--- src/rtl/ipfd_pkg.sv ---
`timescale 1ns / 1ps
// ----------------------------------------------------------------------------
// ipfd_pkg: shared types and constants of the IPv4 forwarding decision block
// Request and result payloads, route entry layout, register map, action
// codes and sequencer states.
// ----------------------------------------------------------------------------
package ipfd_pkg;

	// Default sizes
	localparam int ROUTE_ENTRIES_DEF = 16;
	localparam int PORT_COUNT_DEF    = 4;

	// Router port address registers in the register map
	localparam int ADDR_REGS = 4;

	// APB address width: five registers at 4-byte spacing
	localparam int PADDR_W = 5;

	// Register indexes (paddr[4:2])
	localparam logic [2:0] REG_PORT0        = 3'd0;
	localparam logic [2:0] REG_PORT1        = 3'd1;
	localparam logic [2:0] REG_PORT2        = 3'd2;
	localparam logic [2:0] REG_PORT3        = 3'd3;
	localparam logic [2:0] REG_PORTS_IN_USE = 3'd4;

	// Request kinds
	localparam logic REQ_WRITE  = 1'b0;
	localparam logic REQ_LOOKUP = 1'b1;

	// Packet header codes
	localparam logic [7:0] PROTO_ICMP        = 8'd1;
	localparam logic [7:0] ICMP_ECHO_REQUEST = 8'd8;

	typedef enum logic [2:0] {
		ACT_FORWARD      = 3'd0,
		ACT_ECHO_REPLY   = 3'd1,
		ACT_PORT_UNREACH = 3'd2,
		ACT_NET_UNREACH  = 3'd3,
		ACT_WRITE_DONE   = 3'd4
	} act_t;

	typedef enum logic [2:0] {
		ST_CLEAR,
		ST_IDLE,
		ST_PORT,
		ST_WALK,
		ST_FIN
	} st_t;

	typedef struct packed {
		logic        req_type;
		logic [3:0]  entry_index;
		logic        entry_valid;
		logic [31:0] entry_prefix;
		logic [31:0] entry_mask;
		logic [31:0] entry_gateway;
		logic [1:0]  entry_port;
		logic [31:0] dest_address;
		logic [7:0]  ip_protocol;
		logic [7:0]  icmp_kind;
		logic [1:0]  arrival_port;
	} req_t;

	typedef struct packed {
		act_t        action;
		logic [31:0] hop_addr;
		logic [1:0]  egress_port;
	} rsp_t;

	typedef struct packed {
		logic [31:0] prefix;
		logic [31:0] mask;
		logic [31:0] gateway;
		logic [1:0]  port;
	} route_t;

	typedef struct packed {
		logic [ADDR_REGS-1:0][31:0] port_addr;
		logic [2:0]                 ports_in_use;
	} cfg_t;

	// Best match so far, fed back into the compare unit
	typedef struct packed {
		logic        found;
		logic [31:0] mask;
	} best_t;

endpackage

--- src/rtl/ipfd_if.sv ---
`timescale 1ns / 1ps
// ----------------------------------------------------------------------------
// ipfd_if: request and result channels
// Valid/ready channels carrying the request and result payloads.
// ----------------------------------------------------------------------------
interface ipfd_req_if;
	logic            valid;
	logic            ready;
	ipfd_pkg::req_t  data;

	modport source (output valid, output data, input ready);
	modport sink   (input valid, input data, output ready);
endinterface

interface ipfd_rsp_if;
	logic            valid;
	logic            ready;
	ipfd_pkg::rsp_t  data;

	modport source (output valid, output data, input ready);
	modport sink   (input valid, input data, output ready);
endinterface

--- src/rtl/ipv4_forwarding_decision.sv ---
`timescale 1ns / 1ps
// ----------------------------------------------------------------------------
// ipv4_forwarding_decision: IPv4 forwarding decision block
// Route table with longest-prefix-match lookup and local port check.
// ----------------------------------------------------------------------------
// Usage:
//   req carries one request: a route write (req_type 0) or a packet lookup
//   (req_type 1). rsp returns exactly one result per request. Router port
//   addresses and ports_in_use are set over the APB port; the user is to
//   write them only while idle, the block itself does not enforce this.
//   An accepted write goes through the finish state to the output
//   register, and only after that is the next request taken. A lookup first
//   runs the port address check; a local hit finishes there the same way.
//   Otherwise the shared route compare unit walks the table, one entry per
//   cycle through the registered-read table RAM; no new request is taken
//   until its result has left the finish state. After reset a clearing pass
//   over all ROUTE_ENTRIES entries resets the active bits; req.ready stays
//   low meanwhile, APB writes are taken as usual. Results sit in an output
//   register: a new request is accepted while a result waits, and the
//   sequencer holds its next result until rsp.ready frees that register.
// ----------------------------------------------------------------------------
module ipv4_forwarding_decision #(
	parameter int ROUTE_ENTRIES = ipfd_pkg::ROUTE_ENTRIES_DEF,
	parameter int PORT_COUNT    = ipfd_pkg::PORT_COUNT_DEF
) (
	input  logic                         clk,
	input  logic                         arst_n,
	input  logic                         psel,
	input  logic                         penable,
	input  logic                         pwrite,
	input  logic [ipfd_pkg::PADDR_W-1:0] paddr,
	input  logic [31:0]                  pwdata,
	output logic [31:0]                  prdata,
	output logic                         pready,
	ipfd_req_if.sink                     req,
	ipfd_rsp_if.source                   rsp
);

	localparam int IDX_W = (ROUTE_ENTRIES > 1) ? $clog2(ROUTE_ENTRIES) : 1;
	localparam logic [IDX_W-1:0] LAST = IDX_W'(ROUTE_ENTRIES - 1);
	localparam int RT_W = $bits(ipfd_pkg::route_t);

	ipfd_pkg::cfg_t   cfg;
	ipfd_pkg::st_t    state_q, state_d;
	logic [IDX_W-1:0] idx_q, idx_d;

	logic [31:0]      dest_q;
	logic [7:0]       proto_q;
	logic [7:0]       kind_q;
	logic [1:0]       arrival_q;

	ipfd_pkg::best_t  best_q, best_d;
	logic [31:0]      best_gw_q, best_gw_d;
	logic [1:0]       best_port_q, best_port_d;

	ipfd_pkg::rsp_t   res_q, res_d;
	logic             rsp_valid_q;
	ipfd_pkg::rsp_t   rsp_data_q;
	logic             out_ld;

	logic             accept;
	logic             wr_acc;
	logic             in_range;

	logic             act_we;
	logic [IDX_W-1:0] act_waddr;
	logic             act_wdata;
	logic [IDX_W-1:0] raddr;
	logic             act_rdata;
	logic [RT_W-1:0]  rt_rdata;
	ipfd_pkg::route_t rd_route;
	ipfd_pkg::route_t rt_wentry;
	logic             take;

	logic             port_hit;
	logic [1:0]       hit_port;

	// --------------------------------------------------------------------
	// Configuration registers
	ipfd_cfg u_cfg (
		.clk     (clk),
		.arst_n  (arst_n),
		.psel    (psel),
		.penable (penable),
		.pwrite  (pwrite),
		.paddr   (paddr),
		.pwdata  (pwdata),
		.prdata  (prdata),
		.pready  (pready),
		.cfg     (cfg)
	);

	// --------------------------------------------------------------------
	// Request handshake and table write port
	assign req.ready = (state_q == ipfd_pkg::ST_IDLE);
	assign accept    = req.valid && req.ready;
	assign wr_acc    = accept && (req.data.req_type == ipfd_pkg::REQ_WRITE);
	assign in_range  = (32'(req.data.entry_index) < 32'(ROUTE_ENTRIES));

	assign act_we    = (state_q == ipfd_pkg::ST_CLEAR) || (wr_acc && in_range);
	assign act_waddr = (state_q == ipfd_pkg::ST_CLEAR) ? idx_q
	                                                    : IDX_W'(req.data.entry_index);
	assign act_wdata = (state_q == ipfd_pkg::ST_CLEAR) ? 1'b0 : req.data.entry_valid;

	assign rt_wentry.prefix  = req.data.entry_prefix;
	assign rt_wentry.mask    = req.data.entry_mask;
	assign rt_wentry.gateway = req.data.entry_gateway;
	assign rt_wentry.port    = req.data.entry_port;

	// walk read address: entry 0 during the port check, then one ahead
	assign raddr = (state_q == ipfd_pkg::ST_WALK && idx_q != LAST) ? idx_q + 1'b1
	               : (state_q == ipfd_pkg::ST_WALK) ? idx_q : '0;

	ipfd_ram #(
		.WIDTH (1),
		.DEPTH (ROUTE_ENTRIES)
	) u_active_ram (
		.clk   (clk),
		.we    (act_we),
		.waddr (act_waddr),
		.wdata (act_wdata),
		.raddr (raddr),
		.rdata (act_rdata)
	);

	ipfd_ram #(
		.WIDTH (RT_W),
		.DEPTH (ROUTE_ENTRIES)
	) u_route_ram (
		.clk   (clk),
		.we    (wr_acc && in_range),
		.waddr (IDX_W'(req.data.entry_index)),
		.wdata (rt_wentry),
		.raddr (raddr),
		.rdata (rt_rdata)
	);

	assign rd_route = ipfd_pkg::route_t'(rt_rdata);

	// --------------------------------------------------------------------
	// Shared route compare unit
	ipfd_route_cmp u_cmp (
		.dest   (dest_q),
		.active (act_rdata),
		.route  (rd_route),
		.best   (best_q),
		.take   (take)
	);

	// --------------------------------------------------------------------
	// Local port address check, lowest port wins
	always_comb begin
		port_hit = 1'b0;
		hit_port = '0;
		for (int i = 0; i < ipfd_pkg::ADDR_REGS; i++) begin
			if (!port_hit && (i < PORT_COUNT) &&
			    (32'(i) < 32'(cfg.ports_in_use)) &&
			    (cfg.port_addr[i] == dest_q)) begin
				port_hit = 1'b1;
				hit_port = 2'(i);
			end
		end
	end

	// --------------------------------------------------------------------
	// Sequencer state register
	always_ff @(posedge clk or negedge arst_n) begin
		if (!arst_n) begin
			state_q <= ipfd_pkg::ST_CLEAR;
			idx_q   <= '0;
		end else begin
			state_q <= state_d;
			idx_q   <= idx_d;
		end
	end

	// Sequencer next state and result
	always_comb begin
		state_d     = state_q;
		idx_d       = idx_q;
		best_d      = best_q;
		best_gw_d   = best_gw_q;
		best_port_d = best_port_q;
		res_d       = res_q;
		out_ld      = 1'b0;
		case (state_q)
			ipfd_pkg::ST_CLEAR: begin
				if (idx_q == LAST) begin
					idx_d   = '0;
					state_d = ipfd_pkg::ST_IDLE;
				end else begin
					idx_d = idx_q + 1'b1;
				end
			end
			ipfd_pkg::ST_IDLE: begin
				if (accept) begin
					if (req.data.req_type == ipfd_pkg::REQ_WRITE) begin
						res_d.action      = ipfd_pkg::ACT_WRITE_DONE;
						res_d.hop_addr    = '0;
						res_d.egress_port = '0;
						state_d           = ipfd_pkg::ST_FIN;
					end else begin
						idx_d        = '0;
						best_d.found = 1'b0;
						state_d      = ipfd_pkg::ST_PORT;
					end
				end
			end
			ipfd_pkg::ST_PORT: begin
				if (port_hit) begin
					res_d.hop_addr = '0;
					if (proto_q == ipfd_pkg::PROTO_ICMP &&
					    kind_q == ipfd_pkg::ICMP_ECHO_REQUEST) begin
						res_d.action      = ipfd_pkg::ACT_ECHO_REPLY;
						res_d.egress_port = arrival_q;
					end else begin
						res_d.action      = ipfd_pkg::ACT_PORT_UNREACH;
						res_d.egress_port = hit_port;
					end
					state_d = ipfd_pkg::ST_FIN;
				end else begin
					state_d = ipfd_pkg::ST_WALK;
				end
			end
			ipfd_pkg::ST_WALK: begin
				if (take) begin
					best_d.found = 1'b1;
					best_d.mask  = rd_route.mask;
					best_gw_d    = rd_route.gateway;
					best_port_d  = rd_route.port;
				end
				if (idx_q == LAST) begin
					if (best_d.found) begin
						res_d.action      = ipfd_pkg::ACT_FORWARD;
						res_d.hop_addr    = (best_gw_d == 32'd0) ? dest_q : best_gw_d;
						res_d.egress_port = best_port_d;
					end else begin
						res_d.action      = ipfd_pkg::ACT_NET_UNREACH;
						res_d.hop_addr    = '0;
						res_d.egress_port = arrival_q;
					end
					idx_d   = '0;
					state_d = ipfd_pkg::ST_FIN;
				end else begin
					idx_d = idx_q + 1'b1;
				end
			end
			ipfd_pkg::ST_FIN: begin
				if (!rsp_valid_q || rsp.ready) begin
					out_ld  = 1'b1;
					state_d = ipfd_pkg::ST_IDLE;
				end
			end
			default: begin
				state_d = ipfd_pkg::ST_IDLE;
			end
		endcase
	end

	// --------------------------------------------------------------------
	// Lookup operands, best match and pending result
	always_ff @(posedge clk) begin
		if (accept) begin
			dest_q    <= req.data.dest_address;
			proto_q   <= req.data.ip_protocol;
			kind_q    <= req.data.icmp_kind;
			arrival_q <= req.data.arrival_port;
		end
		best_gw_q   <= best_gw_d;
		best_port_q <= best_port_d;
		res_q       <= res_d;
		if (out_ld) begin
			rsp_data_q <= res_q;
		end
	end

	always_ff @(posedge clk or negedge arst_n) begin
		if (!arst_n) begin
			best_q <= '0;
		end else begin
			best_q <= best_d;
		end
	end

	// Output register
	always_ff @(posedge clk or negedge arst_n) begin
		if (!arst_n) begin
			rsp_valid_q <= 1'b0;
		end else if (out_ld) begin
			rsp_valid_q <= 1'b1;
		end else if (rsp.ready) begin
			rsp_valid_q <= 1'b0;
		end
	end

	assign rsp.valid = rsp_valid_q;
	assign rsp.data  = rsp_data_q;

	// --------------------------------------------------------------------
	// Assertions
	a_write_done_zero: assert property (@(posedge clk) disable iff (!arst_n)
		rsp.valid && rsp.data.action == ipfd_pkg::ACT_WRITE_DONE |->
			rsp.data.hop_addr == 32'd0 && rsp.data.egress_port == 2'd0)
		else $error("write done result carries nonzero hop or port");

	a_nonfwd_hop_zero: assert property (@(posedge clk) disable iff (!arst_n)
		rsp.valid && rsp.data.action != ipfd_pkg::ACT_FORWARD |->
			rsp.data.hop_addr == 32'd0)
		else $error("next hop nonzero on a non-forward result");

	a_lookup_to_port: assert property (@(posedge clk) disable iff (!arst_n)
		accept && req.data.req_type == ipfd_pkg::REQ_LOOKUP |=>
			state_q == ipfd_pkg::ST_PORT)
		else $error("accepted lookup did not start the port check");

	a_fin_loads_out: assert property (@(posedge clk) disable iff (!arst_n)
		state_q == ipfd_pkg::ST_FIN && (!rsp_valid_q || rsp.ready) |=>
			rsp_valid_q && state_q == ipfd_pkg::ST_IDLE)
		else $error("finished result not moved into the output register");

endmodule

--- src/rtl/ipfd_ram.sv ---
`timescale 1ns / 1ps
// ----------------------------------------------------------------------------
// ipfd_ram: generic single-write, single-read RAM
// One write port and one read port, read data registered.
// ----------------------------------------------------------------------------
module ipfd_ram #(
	parameter int WIDTH = 8,
	parameter int DEPTH = 16
) (
	input  logic                                   clk,
	input  logic                                   we,
	input  logic [(DEPTH > 1 ? $clog2(DEPTH) : 1)-1:0] waddr,
	input  logic [WIDTH-1:0]                       wdata,
	input  logic [(DEPTH > 1 ? $clog2(DEPTH) : 1)-1:0] raddr,
	output logic [WIDTH-1:0]                       rdata
);

	logic [WIDTH-1:0] mem_q [DEPTH];

	always_ff @(posedge clk) begin
		if (we) begin
			mem_q[waddr] <= wdata;
		end
		rdata <= mem_q[raddr];
	end

endmodule

--- src/rtl/ipfd_cfg.sv ---
`timescale 1ns / 1ps
// ----------------------------------------------------------------------------
// ipfd_cfg: APB register file
// Router port addresses and the number of ports in use.
// ----------------------------------------------------------------------------
module ipfd_cfg (
	input  logic                         clk,
	input  logic                         arst_n,
	input  logic                         psel,
	input  logic                         penable,
	input  logic                         pwrite,
	input  logic [ipfd_pkg::PADDR_W-1:0] paddr,
	input  logic [31:0]                  pwdata,
	output logic [31:0]                  prdata,
	output logic                         pready,
	output ipfd_pkg::cfg_t               cfg
);

	ipfd_pkg::cfg_t cfg_q;
	logic           wr_en;
	logic [2:0]     reg_idx;

	assign pready  = 1'b1;
	assign wr_en   = psel & penable & pwrite;
	assign reg_idx = paddr[4:2];
	assign cfg     = cfg_q;

	// register writes
	always_ff @(posedge clk or negedge arst_n) begin
		if (!arst_n) begin
			cfg_q <= '0;
		end else if (wr_en) begin
			case (reg_idx)
				ipfd_pkg::REG_PORT0:        cfg_q.port_addr[0] <= pwdata;
				ipfd_pkg::REG_PORT1:        cfg_q.port_addr[1] <= pwdata;
				ipfd_pkg::REG_PORT2:        cfg_q.port_addr[2] <= pwdata;
				ipfd_pkg::REG_PORT3:        cfg_q.port_addr[3] <= pwdata;
				ipfd_pkg::REG_PORTS_IN_USE: cfg_q.ports_in_use <= pwdata[2:0];
				default: ;
			endcase
		end
	end

	// read mux
	always_comb begin
		case (reg_idx)
			ipfd_pkg::REG_PORT0:        prdata = cfg_q.port_addr[0];
			ipfd_pkg::REG_PORT1:        prdata = cfg_q.port_addr[1];
			ipfd_pkg::REG_PORT2:        prdata = cfg_q.port_addr[2];
			ipfd_pkg::REG_PORT3:        prdata = cfg_q.port_addr[3];
			ipfd_pkg::REG_PORTS_IN_USE: prdata = {29'd0, cfg_q.ports_in_use};
			default:                    prdata = '0;
		endcase
	end

endmodule

--- src/rtl/ipfd_route_cmp.sv ---
`timescale 1ns / 1ps
// ----------------------------------------------------------------------------
// ipfd_route_cmp: route compare unit
// Masked prefix compare of one entry against the destination, plus the
// longer-mask test against the best match so far.
// ----------------------------------------------------------------------------
module ipfd_route_cmp (
	input  logic [31:0]            dest,
	input  logic                   active,
	input  ipfd_pkg::route_t       route,
	input  ipfd_pkg::best_t        best,
	output logic                   take
);

	logic match;

	// prefix match under the entry mask
	assign match = active && (((dest ^ route.prefix) & route.mask) == 32'd0);

	// strictly longer mask replaces; equal masks keep the earlier entry
	assign take = match && (!best.found || (route.mask > best.mask));

endmodule

--- src/flat_wrapper.sv ---
// flat-port wrapper written by rule: the top's interface ports become plain ports
module ipv4_forwarding_decision_flat 
#(
	parameter int ROUTE_ENTRIES = ipfd_pkg::ROUTE_ENTRIES_DEF,
	parameter int PORT_COUNT    = ipfd_pkg::PORT_COUNT_DEF
)
  (clk, arst_n, psel, penable, pwrite, paddr, pwdata, prdata, pready, req_valid, req_data, req_ready, rsp_valid, rsp_data, rsp_ready);
  ipfd_req_if req_i ();
  ipfd_rsp_if rsp_i ();
  input  logic clk;
  input  logic arst_n;
  input  logic psel;
  input  logic penable;
  input  logic pwrite;
  input  logic [ipfd_pkg::PADDR_W-1:0] paddr;
  input  logic [31:0] pwdata;
  output logic [31:0] prdata;
  output logic pready;
  input wire logic [$bits(req_i.valid)-1:0] req_valid;
  input wire logic [$bits(req_i.data)-1:0] req_data;
  output wire logic [$bits(req_i.ready)-1:0] req_ready;
  output wire logic [$bits(rsp_i.valid)-1:0] rsp_valid;
  output wire logic [$bits(rsp_i.data)-1:0] rsp_data;
  input wire logic [$bits(rsp_i.ready)-1:0] rsp_ready;
  assign req_i.valid = req_valid;
  assign req_i.data = req_data;
  assign req_ready = req_i.ready;
  assign rsp_valid = rsp_i.valid;
  assign rsp_data = rsp_i.data;
  assign rsp_i.ready = rsp_ready;
  ipv4_forwarding_decision #(.ROUTE_ENTRIES(ROUTE_ENTRIES), .PORT_COUNT(PORT_COUNT)) u_core (.clk(clk), .arst_n(arst_n), .psel(psel), .penable(penable), .pwrite(pwrite), .paddr(paddr), .pwdata(pwdata), .prdata(prdata), .pready(pready), .req(req_i), .rsp(rsp_i));
endmodule
--- config.mk ---
export PLATFORM = sky130hd
export DESIGN_NAME = ipv4_forwarding_decision_flat
export DESIGN_NICKNAME = d
export VERILOG_FILES = /design/src/rtl/ipfd_pkg.sv /design/src/rtl/ipfd_if.sv /design/src/rtl/ipv4_forwarding_decision.sv /design/src/rtl/ipfd_ram.sv /design/src/rtl/ipfd_cfg.sv /design/src/rtl/ipfd_route_cmp.sv /design/src/flat_wrapper.sv
export SDC_FILE = /design/constraint.sdc
export NUM_CORES = 2
export LEC_CHECK = 0
export BUFFER_PORTS_ARGS = -buffer_cell sky130_fd_sc_hd__buf_2
export CORE_MARGIN = 10
export CORE_UTILIZATION = 59
export DETAILED_ROUTE_END_ITERATION = 7
export PLACE_DENSITY = 0.76
export SLEW_MARGIN = 30
export SYNTH_ARGS = -nofsm -noshare
export SYNTH_HDL_FRONTEND = slang
export SYNTH_SLANG_ARGS = --single-unit
--- constraint.sdc ---
create_clock -name clk -period 13.1 [get_ports clk]
set_input_delay 2.62 -clock clk [delete_from_list [all_inputs] [get_ports clk]]
set_output_delay 2.62 -clock clk [all_outputs]
set_load 0.01 [all_outputs]
==> qor.yml <==
run_status:
  status: "finished, final reports clean"
global_routing:
  antenna_found_initial: 44
  grt_remaining_overflow: 0
  grt_pass1_wl_um: 308000
  grt_pass1_vias: 49019
  grt_max_degree: 185
  grt_usage_pct: 26.7
setup_path:
  critPathKind: "input port to output port"
  worstPathRequired_ps: 10480
  cp.arrival_ps: 4600
  start_kind: "input port"
  crit_fanout: 30
  end_kind: "output port"
power:
  switching_share_pct: 26.6
  combPwrFrac_pct: 13.8
  powerDensity_nw_per_um2: 171
  vdd_drop_max_uv: 164
  leakage_nw: 32.4
  clockPowerShare_pct: 35.8
  seq_power_share_pct: 50.4
  switching_power_w: 0.00406
  power.internal_w: 0.0112
logic_synthesis:
  syn_area_per_cell_um2: 13.4
  async_flop_share_pct: 8.54
  yosys-top-cells-area: "edfxtp_1, nand2_1, dfrtp_1"
  yosysWarningCount: 0
  synth_area_um2: 80300
  synth_edf_count: 1742
  synth_cell_types: 71
  synth_seq_cells: 2013
  synthCells: 6000
  synth_top_cell_by_area: "edfxtp_1"
  syn_nets: 6231
  synth_top_cell_area_share_pct: 65.1
  synth_ff_type: "edfxtp_1"
  yosysSeqAreaShare_pct: 72.9
timing:
  worst_pin_slew_ps: 1240
  timing.final.crit_share_pct: 55.1
  hold_viol: 0
  rsz0062_at_grt: "no"
  period_minus_slack_ps: 7220
  maxSlewViolCount: 0
  setup_violations: 0
  timing.final.ws_setup_ps: 5880
  fin_skew_ps: 28.0
  fmax_mhz: 138
  setup_tns_ps: 0
  slew_headroom_pct: 17.1
  hold_ws_ps: 415
route:
  dr_total_vias: 51194
  dr.pass1.iters: 8
  dr.first_iter.drc_count: 6996
  routedWlPerCell_um: 25.7
  wl_um: 208000
  drc: 0
  viasPerCell: 6.33
  ant_nets: 0
cells_and_area:
  n_fill_cell: 9018
  nets: 6354
  drive_above_1_share_pct: 13.3
  multi_input_area_um2: 20000
  seq_area_um2: 58600
  areaGrowthSynthToFinish_pct: 11.6
placement:
  post-place-ws_ps: 5910
  gp_congestion: 0.949
  io_buffer_count: 266
  dpl.hpwl_um: 113000
floorplan:
  die_height_um: 389
  io_pins: 270
  fp-row-count: 135
  core-area_um2: 135000
  die-area_um2: 151000
  start_util_pct: 59.4
  chipWidth_um: 389
cts:
  post_cts.repair.setup_buffers: 0
  cts_made_buffers: 190
  cts.sinks: 2013
  insertion_delay_ps: 820
  cts_root_buf: "clkbuf_16"
  cts_tree: "done"
  ctsResizeCount: 0
  ctsHtreeMaxLevel: 4
  ctsHoldBuffers: 0
  clk_path_buf_depth: 3
  clk_pin_slew_ps: 60
run:
  maxCapViolCount: 0
hold_path:
  hold_class: "register to register"
state kept, by name (all words and copies together), names as in the netlist:
| signal | cells |
|---|---|
| u_core.best_q | 33 |
| u_core.u_active_ram.mem_q | 16 |
| u_core.u_route_ram.rdata | 98 |
| u_core.rsp.valid | 1 |
| u_core.dest_q | 32 |
| u_core.idx_q | 4 |
| u_core.u_active_ram.rdata | 1 |
| u_core.best_port_q | 2 |
| u_core.proto_q | 8 |
| u_core.best_gw_q | 32 |
| u_core.res_q | 37 |
| u_core.u_route_ram.mem_q | 1568 |
| u_core.state_q | 3 |
| u_core.arrival_q | 2 |
| u_core.kind_q | 8 |
| u_core.rsp.data | 37 |
| u_core.u_cfg.cfg | 131 |
power groups by stage:
stage / clock network (W) / logic, W / registers [W]
CTS: 0.00552 / 0.00209 / 0.00769
global route: 0.00578 / 0.00230 / 0.00772
detailed placement: 0 / 0.00207 / 0.00782
floorplan: 0 / 0.00144 / 0.00762
finish: 0.00548 / 0.00211 / 0.00771
global placement: 0 / 0.00201 / 0.00782
cells in the mapped netlist (18+ instances only):
| library cell | n |
|---|---|
| dfxtp_1 | 99 |
| buf_1 | 38 |
| a311oi_1 | 198 |
| nand3_1 | 212 |
| nor2_1 | 51 |
| xnor2_1 | 73 |
| nand2_1 | 1656 |
| o21ai_0 | 43 |
| a22o_1 | 29 |
| nand4_1 | 37 |
| dfrtp_1 | 172 |
| nor3_1 | 18 |
| clkbuf_1 | 284 |
| xor2_1 | 88 |
| a22oi_1 | 31 |
| a32o_1 | 33 |
| and3_1 | 299 |
| a211oi_1 | 101 |
| a31oi_1 | 205 |
| inv_1 | 44 |
| edfxtp_1 | 1742 |
| nor4_1 | 36 |
| a221o_1 | 28 |
| mux2_2 | 170 |
| a21oi_1 | 121 |
| buf_2 | 85 |
| ha_1 | 33 |
layout by cell type (no fill, tap or decap), drive strengths merged, types with 31 or more instances in the layout:
cell    Yosys  final
a211oi    102    102
inv        45     51
nor4       37     37
nand2    1657   1657
a311oi    199    199
dfrtp     172    172
a32o       33     33
xor2       88     88
o21ai      44     44
dfxtp      99     99
a22oi      31     31
clkbuf    284    274
edfxtp   1742   1742
nor2       52     52
nand4      38     38
xnor2      73     73
nand3     212    212
ha         33     33
a21oi     122    122
clkinv      0     55
buf       132    347
mux2      170    170
and3      299    299
a31oi     205    205
per-stage QoR:
stage               total power, W  cell area, um2  util, %  std cells
global placement           0.00983           83100     61.5       7705
global route                0.0158           89600     66.2       8079
floorplan                  0.00907           80300        -       6000
detailed placement         0.00990           83300     61.6       7711
finish                      0.0153           89600     66.3       8087
CTS                         0.0153           89600     66.2       8066
final timing paths:
check | cells past startpoint | end | slack (ps) | from
max | 5 | prdata[16] | 5880 | paddr[2]
min | 0 | u_core.rsp.data[36] | 420 | u_core.res_q[36]
max reg2reg | 11 | u_core.u_route_ram.rdata[63] | 7700 | u_core.state_q[1]
min reg2reg | 0 | u_core.rsp.data[36] | 420 | u_core.res_q[36]
max in group asynchronous | 2 | u_core.best_q[25] | 10070 | arst_n
min in group asynchronous | 1 | u_core.u_cfg.cfg[41] | 1780 | arst_n
critical path, cell delays in order:
cell,delay [ps]
buf_2,210
nor2b_1,310
nor2b_4,860
a221o_1,380
buf_2,190
logic make-up (layout without fill, tap and decap cells):
kind of cell | after synthesis | count (layout) | share of synthesized area, %
AO/OA/AOI/OAI | 818 | 818 | 7.42
flip-flops | 2013 | 2013 | 72.9
other | 1 | 21 | 0.00467
AND/OR/NAND/NOR | 2343 | 2343 | 12.6
buffers and inverters | 461 | 747 | 2.36
adder cells (fa/ha/maj) | 33 | 33 | 0.514
multiplexers | 170 | 170 | 2.38
XOR/XNOR | 161 | 161 | 1.76
layout make-up:
class / instances / share of cell area, %
flip-flops and latches: 2013 / 65.4
inverters: 45 / 0.191
clock inverters: 81 / 0.937
repair buffers: 347 / 2.57
well taps: 1781 / 2.49
multi-input cells: 3526 / 22.4
diodes: 20 / 0.0558
clock buffers: 274 / 6.03
layer usage:
metal / global-route usage [%] / routed length, um / vias up
met5: 0 / 268 / -
met4: 11.6 / 8420 / 46
met3: 5.82 / 22500 / 515
met2: 40.9 / 96400 / 2898
met1: 37.0 / 80500 / 25263
li1: - / - / 22472
Power figures use the tool's default switching activity.
